[config.mk]
export PLATFORM = sky130hd
export DESIGN_NAME = tagged_interval_timer_table_flat
export DESIGN_NICKNAME = d
export VERILOG_FILES = /design/src/titt_pkg.sv /design/src/titt_if.sv /design/src/titt_ctrl.sv /design/src/titt_dp.sv /design/src/tagged_interval_timer_table.sv /design/src/flat_wrapper.sv
export VERILOG_INCLUDE_DIRS = /design/src /design/src/src
export SDC_FILE = /design/constraint.sdc
export NUM_CORES = 2
export LEC_CHECK = 0
export CAP_MARGIN = 15
export CORE_MARGIN = 3
export CORE_UTILIZATION = 35
export DETAILED_ROUTE_END_ITERATION = 16
export DONT_BUFFER_PORTS = 1
export PLACE_DENSITY = 0.55
export SETUP_SLACK_MARGIN = 0.15
export SLEW_MARGIN = 20
export SYNTH_ARGS = -nofsm -noshare
export SYNTH_HDL_FRONTEND = slang
export SYNTH_HIERARCHICAL = 1
export SYNTH_SLANG_ARGS = --single-unit
[constraint.sdc]
create_clock -name clk_i -period 8.8 [get_ports clk_i]
set_input_delay 1.32 -clock clk_i [delete_from_list [all_inputs] [get_ports clk_i]]
set_output_delay 1.32 -clock clk_i [all_outputs]
set_load 0.01 [all_outputs]
[src/tagged_interval_timer_table_macros.svh]
// ----------------------------------------------------------------------------
// Tagged interval timer table: assertion macros
// Shared helpers for the concurrent checks of the timer table. They expect
// clk_i and rst_ni in the scope where they are used.
// ----------------------------------------------------------------------------
`ifndef TAGGED_INTERVAL_TIMER_TABLE_MACROS_SVH
`define TAGGED_INTERVAL_TIMER_TABLE_MACROS_SVH

// Consequent checked in the same cycle as the antecedent.
`define TITT_ASSERT_SAME(label, ante, cons, msg) \
  label: assert property (@(posedge clk_i) disable iff (!rst_ni) (ante) |-> (cons)) \
    else $error(msg);

// Consequent checked in the cycle after the antecedent.
`define TITT_ASSERT_NEXT(label, ante, cons, msg) \
  label: assert property (@(posedge clk_i) disable iff (!rst_ni) (ante) |=> (cons)) \
    else $error(msg);

`endif

[src/titt_pkg.sv]
// ----------------------------------------------------------------------------
// Tagged interval timer table: package
// Field widths, codes, payload types and the controller/datapath interface.
// ----------------------------------------------------------------------------
`default_nettype none

package titt_pkg;

  // Default table size.
  localparam int unsigned EntriesDefault = 16;

  // Field widths.
  localparam int unsigned KindW   = 2;
  localparam int unsigned TagW    = 32;
  localparam int unsigned TsW     = 63;
  localparam int unsigned StatusW = 3;
  localparam int unsigned IdxOutW = 4;
  localparam int unsigned TotalW  = 64;
  localparam int unsigned CountW  = 32;
  localparam int unsigned StateW  = 2;

  // Item kinds.
  localparam logic [KindW-1:0] KindBegin = 2'd0;
  localparam logic [KindW-1:0] KindEnd   = 2'd1;
  localparam logic [KindW-1:0] KindClear = 2'd2;

  // Result status codes.
  localparam logic [StatusW-1:0] StatusOk      = 3'd0;
  localparam logic [StatusW-1:0] StatusFull    = 3'd1;
  localparam logic [StatusW-1:0] StatusRunning = 3'd2;
  localparam logic [StatusW-1:0] StatusStopped = 3'd3;
  localparam logic [StatusW-1:0] StatusUnknown = 3'd4;

  // Entry states.
  localparam logic [StateW-1:0] StFree    = 2'd0;
  localparam logic [StateW-1:0] StRunning = 2'd1;
  localparam logic [StateW-1:0] StStopped = 2'd2;

  // Initial value of the smallest-duration pair.
  localparam logic [TotalW-1:0] MinInit = 64'h7FFF_FFFF_FFFF_FFFF;

  typedef struct packed {
    logic [KindW-1:0] kind;
    logic [TagW-1:0]  tag_id;
    logic [TsW-1:0]   timestamp;
  } in_item_t;

  typedef struct packed {
    logic [StatusW-1:0] status;
    logic [IdxOutW-1:0] entry_index;
    logic [TsW-1:0]     duration;
  } out_item_t;

  // Commands from the controller to the datapath.
  typedef struct packed {
    logic load_item;
    logic match;
    logic lookup;
    logic exec;
    logic update;
    logic sweep;
    logic load_result;
  } cmd_t;

  // Status from the datapath to the controller.
  typedef struct packed {
    logic [KindW-1:0] kind;
    logic             sweep_last;
    logic             out_free;
  } sts_t;

endpackage

`default_nettype wire

[src/titt_if.sv]
// ----------------------------------------------------------------------------
// Tagged interval timer table: channel interfaces
// Valid/ready channels for input items and result items.
// ----------------------------------------------------------------------------
`default_nettype none

interface titt_in_if;
  logic               valid;
  logic               ready;
  titt_pkg::in_item_t payload;

  modport source (output valid, output payload, input ready);
  modport sink (input valid, input payload, output ready);
endinterface

interface titt_out_if;
  logic                valid;
  logic                ready;
  titt_pkg::out_item_t payload;

  modport source (output valid, output payload, input ready);
  modport sink (input valid, input payload, output ready);
endinterface

`default_nettype wire

[src/titt_ctrl.sv]
// ----------------------------------------------------------------------------
// Tagged interval timer table: controller
// Sequences one item at a time through match, lookup, execute and update,
// or through the statistics clearing sweep; an undefined kind skips both.
// ----------------------------------------------------------------------------
`default_nettype none

module titt_ctrl (
  input  wire logic           clk_i,
  input  wire logic           rst_ni,
  input  wire logic           in_valid_i,
  output logic                in_ready_o,
  input  wire titt_pkg::sts_t sts_i,
  output titt_pkg::cmd_t      cmd_o
);

  localparam logic [2:0] SIdle   = 3'd0;
  localparam logic [2:0] SMatch  = 3'd1;
  localparam logic [2:0] SLookup = 3'd2;
  localparam logic [2:0] SExec   = 3'd3;
  localparam logic [2:0] SUpdate = 3'd4;
  localparam logic [2:0] SSweep  = 3'd5;
  localparam logic [2:0] SDone   = 3'd6;

  logic [2:0] state_q, state_d;

  // State register.
  always_ff @(posedge clk_i or negedge rst_ni) begin
    if (!rst_ni) begin
      state_q <= SIdle;
    end else begin
      state_q <= state_d;
    end
  end

  // Next state and commands.
  always_comb begin
    state_d    = state_q;
    cmd_o      = '0;
    in_ready_o = 1'b0;
    unique case (state_q)
      SIdle: begin
        in_ready_o = 1'b1;
        if (in_valid_i) begin
          cmd_o.load_item = 1'b1;
          state_d         = SMatch;
        end
      end
      SMatch: begin
        cmd_o.match = 1'b1;
        if (sts_i.kind == titt_pkg::KindBegin || sts_i.kind == titt_pkg::KindEnd) begin
          state_d = SLookup;
        end else if (sts_i.kind == titt_pkg::KindClear) begin
          state_d = SSweep;
        end else begin
          state_d = SDone;
        end
      end
      SLookup: begin
        cmd_o.lookup = 1'b1;
        state_d      = SExec;
      end
      SExec: begin
        cmd_o.exec = 1'b1;
        state_d    = SUpdate;
      end
      SUpdate: begin
        cmd_o.update = 1'b1;
        state_d      = SDone;
      end
      SSweep: begin
        cmd_o.sweep = 1'b1;
        if (sts_i.sweep_last) begin
          state_d = SDone;
        end
      end
      SDone: begin
        if (sts_i.out_free) begin
          cmd_o.load_result = 1'b1;
          state_d           = SIdle;
        end
      end
      default: begin
        state_d = SIdle;
      end
    endcase
  end

endmodule

`default_nettype wire

[src/titt_dp.sv]
// ----------------------------------------------------------------------------
// Tagged interval timer table: datapath
// Entry table, tag match, statistics memories, duration arithmetic and the
// output register.
// ----------------------------------------------------------------------------
`default_nettype none

module titt_dp #(
  parameter int unsigned ENTRIES = titt_pkg::EntriesDefault
) (
  input  wire logic               clk_i,
  input  wire logic               rst_ni,
  input  wire titt_pkg::cmd_t     cmd_i,
  output titt_pkg::sts_t          sts_o,
  input  wire titt_pkg::in_item_t in_item_i,
  output logic                    out_valid_o,
  input  wire logic               out_ready_i,
  output titt_pkg::out_item_t     out_item_o
);

  localparam int unsigned IdxW = (ENTRIES > 1) ? $clog2(ENTRIES) : 1;
  localparam logic [IdxW-1:0] LastIdx = IdxW'(ENTRIES - 1);

  localparam int unsigned TsW    = titt_pkg::TsW;
  localparam int unsigned TotalW = titt_pkg::TotalW;
  localparam int unsigned CountW = titt_pkg::CountW;
  localparam int unsigned StateW = titt_pkg::StateW;

  // Update actions decided in the execute step.
  localparam logic [1:0] ActNone    = 2'd0;
  localparam logic [1:0] ActRestart = 2'd1;
  localparam logic [1:0] ActAlloc   = 2'd2;
  localparam logic [1:0] ActStop    = 2'd3;

  // Entry table in flip-flops.
  logic [StateW-1:0]         entry_state_q [ENTRIES];
  logic [titt_pkg::TagW-1:0] entry_tag_q [ENTRIES];

  // Per-entry memories.
  logic [TsW-1:0]    start_mem [ENTRIES];
  logic [TotalW-1:0] total_mem [ENTRIES];
  logic [CountW-1:0] count_mem [ENTRIES];
  logic [TotalW-1:0] min0_mem  [ENTRIES];
  logic [TotalW-1:0] min1_mem  [ENTRIES];
  logic [TotalW-1:0] max0_mem  [ENTRIES];
  logic [TotalW-1:0] max1_mem  [ENTRIES];

  // Registered read data.
  logic [TsW-1:0]    start_rd_q;
  logic [TotalW-1:0] total_rd_q;
  logic [CountW-1:0] count_rd_q;
  logic [TotalW-1:0] min0_rd_q, min1_rd_q, max0_rd_q, max1_rd_q;

  titt_pkg::in_item_t  item_q;
  titt_pkg::out_item_t res_q, out_q;
  logic                out_valid_q;
  logic [ENTRIES-1:0]  match_q, free_q;
  logic [ENTRIES-1:0]  match_c, free_c;
  logic                hit_q, free_found_q;
  logic [IdxW-1:0]     idx_q, cnt_q;
  logic [StateW-1:0]   st_q;
  logic [TsW-1:0]      dur_q;
  logic [1:0]          act_q;

  logic [IdxW-1:0]     match_idx, free_idx, enc_idx, wr_addr;
  logic                hit_c, free_found_c;
  logic [IdxW+3:0]     idx_ext;
  logic [TsW-1:0]      dur_c;
  logic [TotalW-1:0]   dur_ext;
  logic                lt0, lt1, gt0, gt1;

  logic                state_we, tag_we, start_we, total_we, count_we;
  logic                min0_we, min1_we, max0_we, max1_we;
  logic [StateW-1:0]   state_wd;
  logic [TotalW-1:0]   total_wd, min0_wd, min1_wd, max0_wd, max1_wd;
  logic [CountW-1:0]   count_wd;

  // Tag compare against every used entry, and free-entry flags.
  always_comb begin
    for (int i = 0; i < ENTRIES; i++) begin
      match_c[i] = (entry_state_q[i] != titt_pkg::StFree) &&
                   (entry_tag_q[i] == item_q.tag_id);
      free_c[i]  = (entry_state_q[i] == titt_pkg::StFree);
    end
  end

  // Lowest-index priority encoders on the registered flags.
  always_comb begin
    match_idx    = '0;
    free_idx     = '0;
    hit_c        = 1'b0;
    free_found_c = 1'b0;
    for (int i = ENTRIES - 1; i >= 0; i--) begin
      if (match_q[i]) begin
        match_idx = IdxW'(i);
        hit_c     = 1'b1;
      end
      if (free_q[i]) begin
        free_idx     = IdxW'(i);
        free_found_c = 1'b1;
      end
    end
  end

  assign enc_idx = hit_c ? match_idx : free_idx;
  assign idx_ext = {4'b0000, idx_q};
  assign dur_c   = item_q.timestamp - start_rd_q;
  assign dur_ext = {1'b0, dur_q};
  assign wr_addr = cmd_i.sweep ? cnt_q : idx_q;

  // Item, match flags, lookup result and sweep counter.
  always_ff @(posedge clk_i) begin
    if (cmd_i.load_item) begin
      item_q <= in_item_i;
      cnt_q  <= '0;
    end
    if (cmd_i.match) begin
      match_q <= match_c;
      free_q  <= free_c;
    end
    if (cmd_i.lookup) begin
      hit_q        <= hit_c;
      free_found_q <= free_found_c;
      idx_q        <= enc_idx;
      st_q         <= entry_state_q[enc_idx];
    end
    if (cmd_i.sweep) begin
      cnt_q <= cnt_q + 1'b1;
    end
  end

  // Execute step: status, index and duration of the result, and the action.
  always_ff @(posedge clk_i) begin
    if (cmd_i.load_item) begin
      res_q <= '0;
      act_q <= ActNone;
    end else if (cmd_i.exec) begin
      dur_q <= dur_c;
      if (item_q.kind == titt_pkg::KindBegin) begin
        if (hit_q) begin
          res_q.entry_index <= idx_ext[3:0];
          if (st_q != titt_pkg::StStopped) begin
            res_q.status <= titt_pkg::StatusRunning;
          end else begin
            act_q <= ActRestart;
          end
        end else if (free_found_q) begin
          res_q.entry_index <= idx_ext[3:0];
          act_q             <= ActAlloc;
        end else begin
          res_q.status <= titt_pkg::StatusFull;
        end
      end else begin
        if (!hit_q) begin
          res_q.status <= titt_pkg::StatusUnknown;
        end else if (st_q != titt_pkg::StRunning) begin
          res_q.status      <= titt_pkg::StatusStopped;
          res_q.entry_index <= idx_ext[3:0];
        end else begin
          res_q.entry_index <= idx_ext[3:0];
          res_q.duration    <= dur_c;
          act_q             <= ActStop;
        end
      end
    end
  end

  // Parallel compares of the duration against the stored extremes.
  assign lt0 = dur_ext < min0_rd_q;
  assign lt1 = dur_ext < min1_rd_q;
  assign gt0 = dur_ext > max0_rd_q;
  assign gt1 = dur_ext > max1_rd_q;

  // Write enables and data for the update step and the clearing sweep.
  always_comb begin
    state_we = 1'b0;
    tag_we   = 1'b0;
    start_we = 1'b0;
    total_we = 1'b0;
    count_we = 1'b0;
    min0_we  = 1'b0;
    min1_we  = 1'b0;
    max0_we  = 1'b0;
    max1_we  = 1'b0;
    state_wd = titt_pkg::StRunning;
    total_wd = '0;
    count_wd = '0;
    min0_wd  = titt_pkg::MinInit;
    min1_wd  = titt_pkg::MinInit;
    max0_wd  = '0;
    max1_wd  = '0;
    if (cmd_i.sweep) begin
      if (entry_state_q[cnt_q] != titt_pkg::StFree) begin
        total_we = 1'b1;
        count_we = 1'b1;
        min0_we  = 1'b1;
        min1_we  = 1'b1;
        max0_we  = 1'b1;
        max1_we  = 1'b1;
      end
    end else if (cmd_i.update) begin
      unique case (act_q)
        ActRestart: begin
          state_we = 1'b1;
          start_we = 1'b1;
          count_we = 1'b1;
          count_wd = count_rd_q + 1'b1;
        end
        ActAlloc: begin
          // Allocation rewrites the statistics of the entry and starts the count at one.
          state_we = 1'b1;
          tag_we   = 1'b1;
          start_we = 1'b1;
          total_we = 1'b1;
          count_we = 1'b1;
          count_wd = CountW'(1);
          min0_we  = 1'b1;
          min1_we  = 1'b1;
          max0_we  = 1'b1;
          max1_we  = 1'b1;
        end
        ActStop: begin
          state_we = 1'b1;
          state_wd = titt_pkg::StStopped;
          total_we = 1'b1;
          total_wd = total_rd_q + dur_ext;
          // The largest pair moves only when the smallest pair does not.
          if (lt1) begin
            if (lt0) begin
              min1_we = 1'b1;
              min1_wd = min0_rd_q;
              min0_we = 1'b1;
              min0_wd = dur_ext;
            end else begin
              min1_we = 1'b1;
              min1_wd = dur_ext;
            end
          end else if (gt1) begin
            if (gt0) begin
              max1_we = 1'b1;
              max1_wd = max0_rd_q;
              max0_we = 1'b1;
              max0_wd = dur_ext;
            end else begin
              max1_we = 1'b1;
              max1_wd = dur_ext;
            end
          end
        end
        default: begin
          state_we = 1'b0;
        end
      endcase
    end
  end

  // Entry states, cleared to free at reset.
  always_ff @(posedge clk_i or negedge rst_ni) begin
    if (!rst_ni) begin
      for (int i = 0; i < ENTRIES; i++) begin
        entry_state_q[i] <= titt_pkg::StFree;
      end
    end else if (state_we) begin
      entry_state_q[wr_addr] <= state_wd;
    end
  end

  // Tags, written on allocation.
  always_ff @(posedge clk_i) begin
    if (tag_we) begin
      entry_tag_q[wr_addr] <= item_q.tag_id;
    end
  end

  // Statistics memories: one write port, one registered read port.
  always_ff @(posedge clk_i) begin
    if (start_we) start_mem[wr_addr] <= item_q.timestamp;
    if (total_we) total_mem[wr_addr] <= total_wd;
    if (count_we) count_mem[wr_addr] <= count_wd;
    if (min0_we)  min0_mem[wr_addr]  <= min0_wd;
    if (min1_we)  min1_mem[wr_addr]  <= min1_wd;
    if (max0_we)  max0_mem[wr_addr]  <= max0_wd;
    if (max1_we)  max1_mem[wr_addr]  <= max1_wd;
    if (cmd_i.lookup) begin
      start_rd_q <= start_mem[enc_idx];
      total_rd_q <= total_mem[enc_idx];
      count_rd_q <= count_mem[enc_idx];
      min0_rd_q  <= min0_mem[enc_idx];
      min1_rd_q  <= min1_mem[enc_idx];
      max0_rd_q  <= max0_mem[enc_idx];
      max1_rd_q  <= max1_mem[enc_idx];
    end
  end

  // Output register: holds a result until its transfer.
  always_ff @(posedge clk_i or negedge rst_ni) begin
    if (!rst_ni) begin
      out_valid_q <= 1'b0;
    end else if (cmd_i.load_result) begin
      out_valid_q <= 1'b1;
    end else if (out_ready_i) begin
      out_valid_q <= 1'b0;
    end
  end

  always_ff @(posedge clk_i) begin
    if (cmd_i.load_result) begin
      out_q <= res_q;
    end
  end

  assign out_valid_o      = out_valid_q;
  assign out_item_o       = out_q;
  assign sts_o.kind       = item_q.kind;
  assign sts_o.sweep_last = (cnt_q == LastIdx);
  assign sts_o.out_free   = !out_valid_q || out_ready_i;

endmodule

`default_nettype wire

[src/tagged_interval_timer_table.sv]
// ----------------------------------------------------------------------------
// Tagged interval timer table: top level
// Items arrive on in_i (kind, tag, timestamp); one result per item leaves on
// out_o (status, entry index, duration). Both are valid/ready channels and
// a transfer happens when valid and ready are high at a rising edge.
// The block works on one item at a time. A begin or end item passes from its
// transfer to a valid result through tag compare, priority encode with the
// memory read, duration subtract, table update and result load.
// A clear item sweeps the statistics memories one entry per cycle; an
// undefined kind goes from the tag compare straight to the result load.
// The next item is taken as soon as the result is in the output register,
// so a new item may be accepted while the previous result still waits there.
// If the receiver stalls, the finished result of the following item waits in
// the datapath's result register until the output register frees up, and no
// further item is accepted.
// Reset is asynchronous and active low: it marks every entry free and
// empties the output register; no clearing pass is needed afterwards.
// ----------------------------------------------------------------------------
`default_nettype none
`include "tagged_interval_timer_table_macros.svh"

module tagged_interval_timer_table #(
  parameter int unsigned ENTRIES = titt_pkg::EntriesDefault
) (
  input wire logic   clk_i,
  input wire logic   rst_ni,
  titt_in_if.sink    in_i,
  titt_out_if.source out_o
);

  titt_pkg::cmd_t cmd;
  titt_pkg::sts_t sts;

  // Sequencer for one item at a time.
  titt_ctrl u_ctrl (
    .clk_i      (clk_i),
    .rst_ni     (rst_ni),
    .in_valid_i (in_i.valid),
    .in_ready_o (in_i.ready),
    .sts_i      (sts),
    .cmd_o      (cmd)
  );

  // Table, memories and output register.
  titt_dp #(
    .ENTRIES (ENTRIES)
  ) u_dp (
    .clk_i       (clk_i),
    .rst_ni      (rst_ni),
    .cmd_i       (cmd),
    .sts_o       (sts),
    .in_item_i   (in_i.payload),
    .out_valid_o (out_o.valid),
    .out_ready_i (out_o.ready),
    .out_item_o  (out_o.payload)
  );

  // Only one item is in flight after an input transfer.
  `TITT_ASSERT_NEXT(a_one_in_flight, in_i.valid && in_i.ready, !in_i.ready, "second item taken while busy")

  // Failed lookups report entry index zero.
  `TITT_ASSERT_SAME(a_fail_index_zero, out_o.valid && (out_o.payload.status == titt_pkg::StatusFull || out_o.payload.status == titt_pkg::StatusUnknown), out_o.payload.entry_index == '0, "nonzero index on failed lookup")

  // A duration is reported only with a good status.
  `TITT_ASSERT_SAME(a_dur_only_ok, out_o.valid && out_o.payload.status != titt_pkg::StatusOk, out_o.payload.duration == '0, "duration on failed item")

endmodule

`default_nettype wire
[src/flat_wrapper.sv]
// flat-port wrapper written by rule: the top's interface ports become plain ports
module tagged_interval_timer_table_flat 
#(
  parameter int unsigned ENTRIES = titt_pkg::EntriesDefault
)
  (clk_i, rst_ni, in_i_valid, in_i_payload, in_i_ready, out_o_valid, out_o_payload, out_o_ready);
  titt_in_if in_i_i ();
  titt_out_if out_o_i ();
  input wire logic clk_i;
  input wire logic rst_ni;
  input wire logic [$bits(in_i_i.valid)-1:0] in_i_valid;
  input wire logic [$bits(in_i_i.payload)-1:0] in_i_payload;
  output wire logic [$bits(in_i_i.ready)-1:0] in_i_ready;
  output wire logic [$bits(out_o_i.valid)-1:0] out_o_valid;
  output wire logic [$bits(out_o_i.payload)-1:0] out_o_payload;
  input wire logic [$bits(out_o_i.ready)-1:0] out_o_ready;
  assign in_i_i.valid = in_i_valid;
  assign in_i_i.payload = in_i_payload;
  assign in_i_ready = in_i_i.ready;
  assign out_o_valid = out_o_i.valid;
  assign out_o_payload = out_o_i.payload;
  assign out_o_i.ready = out_o_ready;
  tagged_interval_timer_table #(.ENTRIES(ENTRIES)) u_core (.clk_i(clk_i), .rst_ni(rst_ni), .in_i(in_i_i), .out_o(out_o_i));
endmodule
==> impl_metrics.toml <==
[sta]
fin_crit_sh_pct = 53.2
fmax_mhz = 214
rsz0062_at_grt = "false"
setup_viol = 0
finClkSkew_ns = 0.0375
maxSlewHeadroom_pct = 24.0
tightest_slew_ns = 1.14
fin_crit_ns = 4.68
drv_slew = 0
finalHoldViolCount = 0
finalSetupTns_ns = 0
timing.final.ws_setup_ns = 4.12

[cells_and_area]
final_cell_mix = "1794 x edfxtp_1, 1031 x nand2_1, 295 x xnor2_1, 263 x nand3_1, 261 x xor2_1"
final_common_cell = "edfxtp_1"
drive_gt1_share_pct = 9.30
final_util_pct = 39.8
nets = 5681
finalInstanceArea_mm2 = 0.0875
syn2layout_area_growth_pct = 12.7
fillers = 20296

[clocking]
cts_buffer_depth = 3
path_clk_slew_ns = 0.06
hold_buffers = 0
tritoncts = "built"
clk_latency_ns = 0.83
cts_resized = 0
cts_sinks = 1902
clockRootBuffer = "clkbuf_16"
cts_made_buffers = 194
post_cts_buffers = 0
htree_levels = 4

[power_and_ir_drop]
ir_drop_mv = 0.281
p_leak_nw = 28.9
p_per_area_mw_per_mm2 = 273

[placed_design]
portBuffers = 0
pre_cts_slack_ns = 4.22
routabilityCongestion = 0.874
dp_hpwl_mm = 119
post_dp_cell_area_mm2 = 0.0813

[yosys]
synth-seq-cells = 1902
synth_top_area_share_pct = 69.4
yosysTopAreaCell = "edfxtp_1"
synth_edf_count = 1794
syn-cell-area_mm2 = 0.0777
ys_seq_area_share_pct = 72.4
avgSynthCellArea_um2 = 14.1
synth_ff_type = "edfxtp_1"
synth.area.top_cells = "edfxtp_1 69%, nand2_1 5.0%, xnor2_1 3.3%, xor2_1 2.9%, dfxtp_1 1.9%"
synthCells = 5508
ys_warn_count = 6
syn_nets = 5681
synth_cell_types = 80
ys_async_sr_fraction_pct = 1.89

[grt]
grt_pass1_wl_mm = 306
antenna_found_initial = 28
gr-usage-met3_pct = 2.68
met2_usage_pct = 29.3
grt_max_degree = 182
grt_pass1_vias = 43857
grt_remaining_overflow = 0
grt_usage_pct = 18.0
grt.busiest_layer = "met2"
grt_use_met1_pct = 25.2

[setup_path]
crit_slowest_cell = "buf_4"
critical_path_class = "reg2reg"
crit_fanout = 108
worstSetupStartpoint = "u_core/u_dp/match_q[7]"
critical_path_required_ns = 9.34
arrival_ns = 5.22
start_kind = "flip-flop"
cp-end-kind = "flip-flop"
rr_startpoint = "u_core/u_dp/match_q[7]"
cp_cell_sequence = "nor4_1 > and3_1 > inv_1 > o32a_2 > buf_12 > inv_8 > buf_4 > nand3_1 > a31oi_1 > a21oi_1"
worst-path-buf-inv = 4
max_stage_delay_ns = 0.87
crit_family = "buffers and inverters"

[drt]
drt_iter0_drc = 4591
route.detailed.drc = 0
vias = 45421
wl_per_cell_um = 24.3
viasPerCell = 5.26
firstDrtPassIters = 5
routed_wl_mm = 210
postRouteAntennaNets = 0

[floorplanning]
die_area_mm2 = 0.228
rows = 172
die_w_um = 477
initial_core_util_pct = 35.3
die_h_um = 477
ios = 173
core_mm2 = 0.220

[hold_path]
hold_class = "in2async"

[run_status]
status = "finished clean"

[run]
drv_cap = 0
[per-stage QoR]
step           total power [mW]  hold WS [ns]  instances
5_1_grt                    25.0         0.139       8628
3_3_place_gp               16.1         0.414       8270
6_report                   23.9         0.198       8629
2_1_floorplan              14.3         0.403       5508
3_5_place_dp               16.1         0.418       8270
4_1_cts                    24.1         0.127       8627
[cells by family (layout without fill, tap and decap cells)]
kind of cell	count (synthesis)	after routing	share of synthesized area, %
DFF	1902	1902	72.4
and+or+nand+nor	1848	1848	10.8
AOI/OAI and AO/OA	651	651	5.72
xor gates and xnor gates	556	556	6.27
buffers and inverters	417	578	2.11
adders and majority gates	72	72	1.17
muxes	62	62	1.50
other	0	2	0
[registers in the layout, summed over array words and instances (netlist names), 2 cells and up]
register,count
u_core/u_dp/item_q,95
u_core/u_dp/start_mem,1008
u_core/u_dp/sts_o,2
u_core/u_ctrl/state_q,3
u_core/u_dp/entry_state_q,32
u_core/u_dp/act_q,2
u_core/u_dp/cnt_q,4
u_core/u_dp/out_item_o,70
u_core/u_dp/res_q,70
u_core/u_dp/entry_tag_q,512
u_core/u_dp/free_q,16
u_core/u_dp/st_q,2
u_core/u_dp/match_q,16
u_core/u_dp/start_rd_q,63
u_core/u_dp/idx_q,4
[cells in the mapped netlist (all sizes together), types with 6 or more instances]
| cell type | count |
|---|---|
| a211oi | 9 |
| a21o | 37 |
| a21oi | 170 |
| a22oi | 6 |
| a311oi | 154 |
| a31oi | 103 |
| and2 | 10 |
| and3 | 120 |
| buf | 68 |
| clkbuf | 248 |
| dfrtp | 36 |
| dfxtp | 72 |
| edfxtp | 1794 |
| ha | 71 |
| inv | 100 |
| mux2 | 15 |
| mux4 | 42 |
| nand2 | 1031 |
| nand2b | 17 |
| nand3 | 265 |
| nand4 | 82 |
| nor2 | 110 |
| nor2b | 30 |
| nor3 | 32 |
| nor3b | 7 |
| nor4 | 79 |
| o211ai | 16 |
| o21a | 7 |
| o21ai | 71 |
| o21bai | 17 |
| o31ai | 12 |
| or2 | 15 |
| or3 | 17 |
| or4 | 20 |
| xnor2 | 295 |
| xor2 | 261 |
[final timing paths]
kind,end,slack (ns),cells past startpoint
setup / recovery,u_core/u_dp/start_rd_q[59],4.12,10
hold / removal,u_core/u_dp/entry_state_q[14],0.20,0
setup reg to reg,u_core/u_dp/start_rd_q[59],4.12,10
max in group asynchronous,u_core/u_dp/entry_state_q[19],8.50,0
hold reg to reg,u_core/u_dp/out_item_o[28],0.43,0
min in group clk_i,u_core/u_dp/out_item_o[28],0.43,0
[report_power, final]
group	switching (mW)	internal (mW)	leakage, nW
Clock	3.50	4.51	3.02
Combinational	3.04	1.42	8.63
Sequential	0.601	10.8	17.3
[final cells by class]
type	count	area (um^2)	share of cell area [%]
clock inverter	97	956	1.09
tap	2958	3700	4.23
inverter	101	404	0.462
timing repair buffer	120	988	1.13
sequential	1902	56200	64.2
multi-input combinational	3189	20000	22.9
clock buffer	260	5200	5.95
antenna	2	5.00	0.00572
[metal layers]
layer	up-vias	share of wire, %
li1	20419	-
met1	23179	44
met2	1500	47
met3	315	5.8
met4	8	2.4
met5	-	0.020
Power figures use the tool's default switching activity.
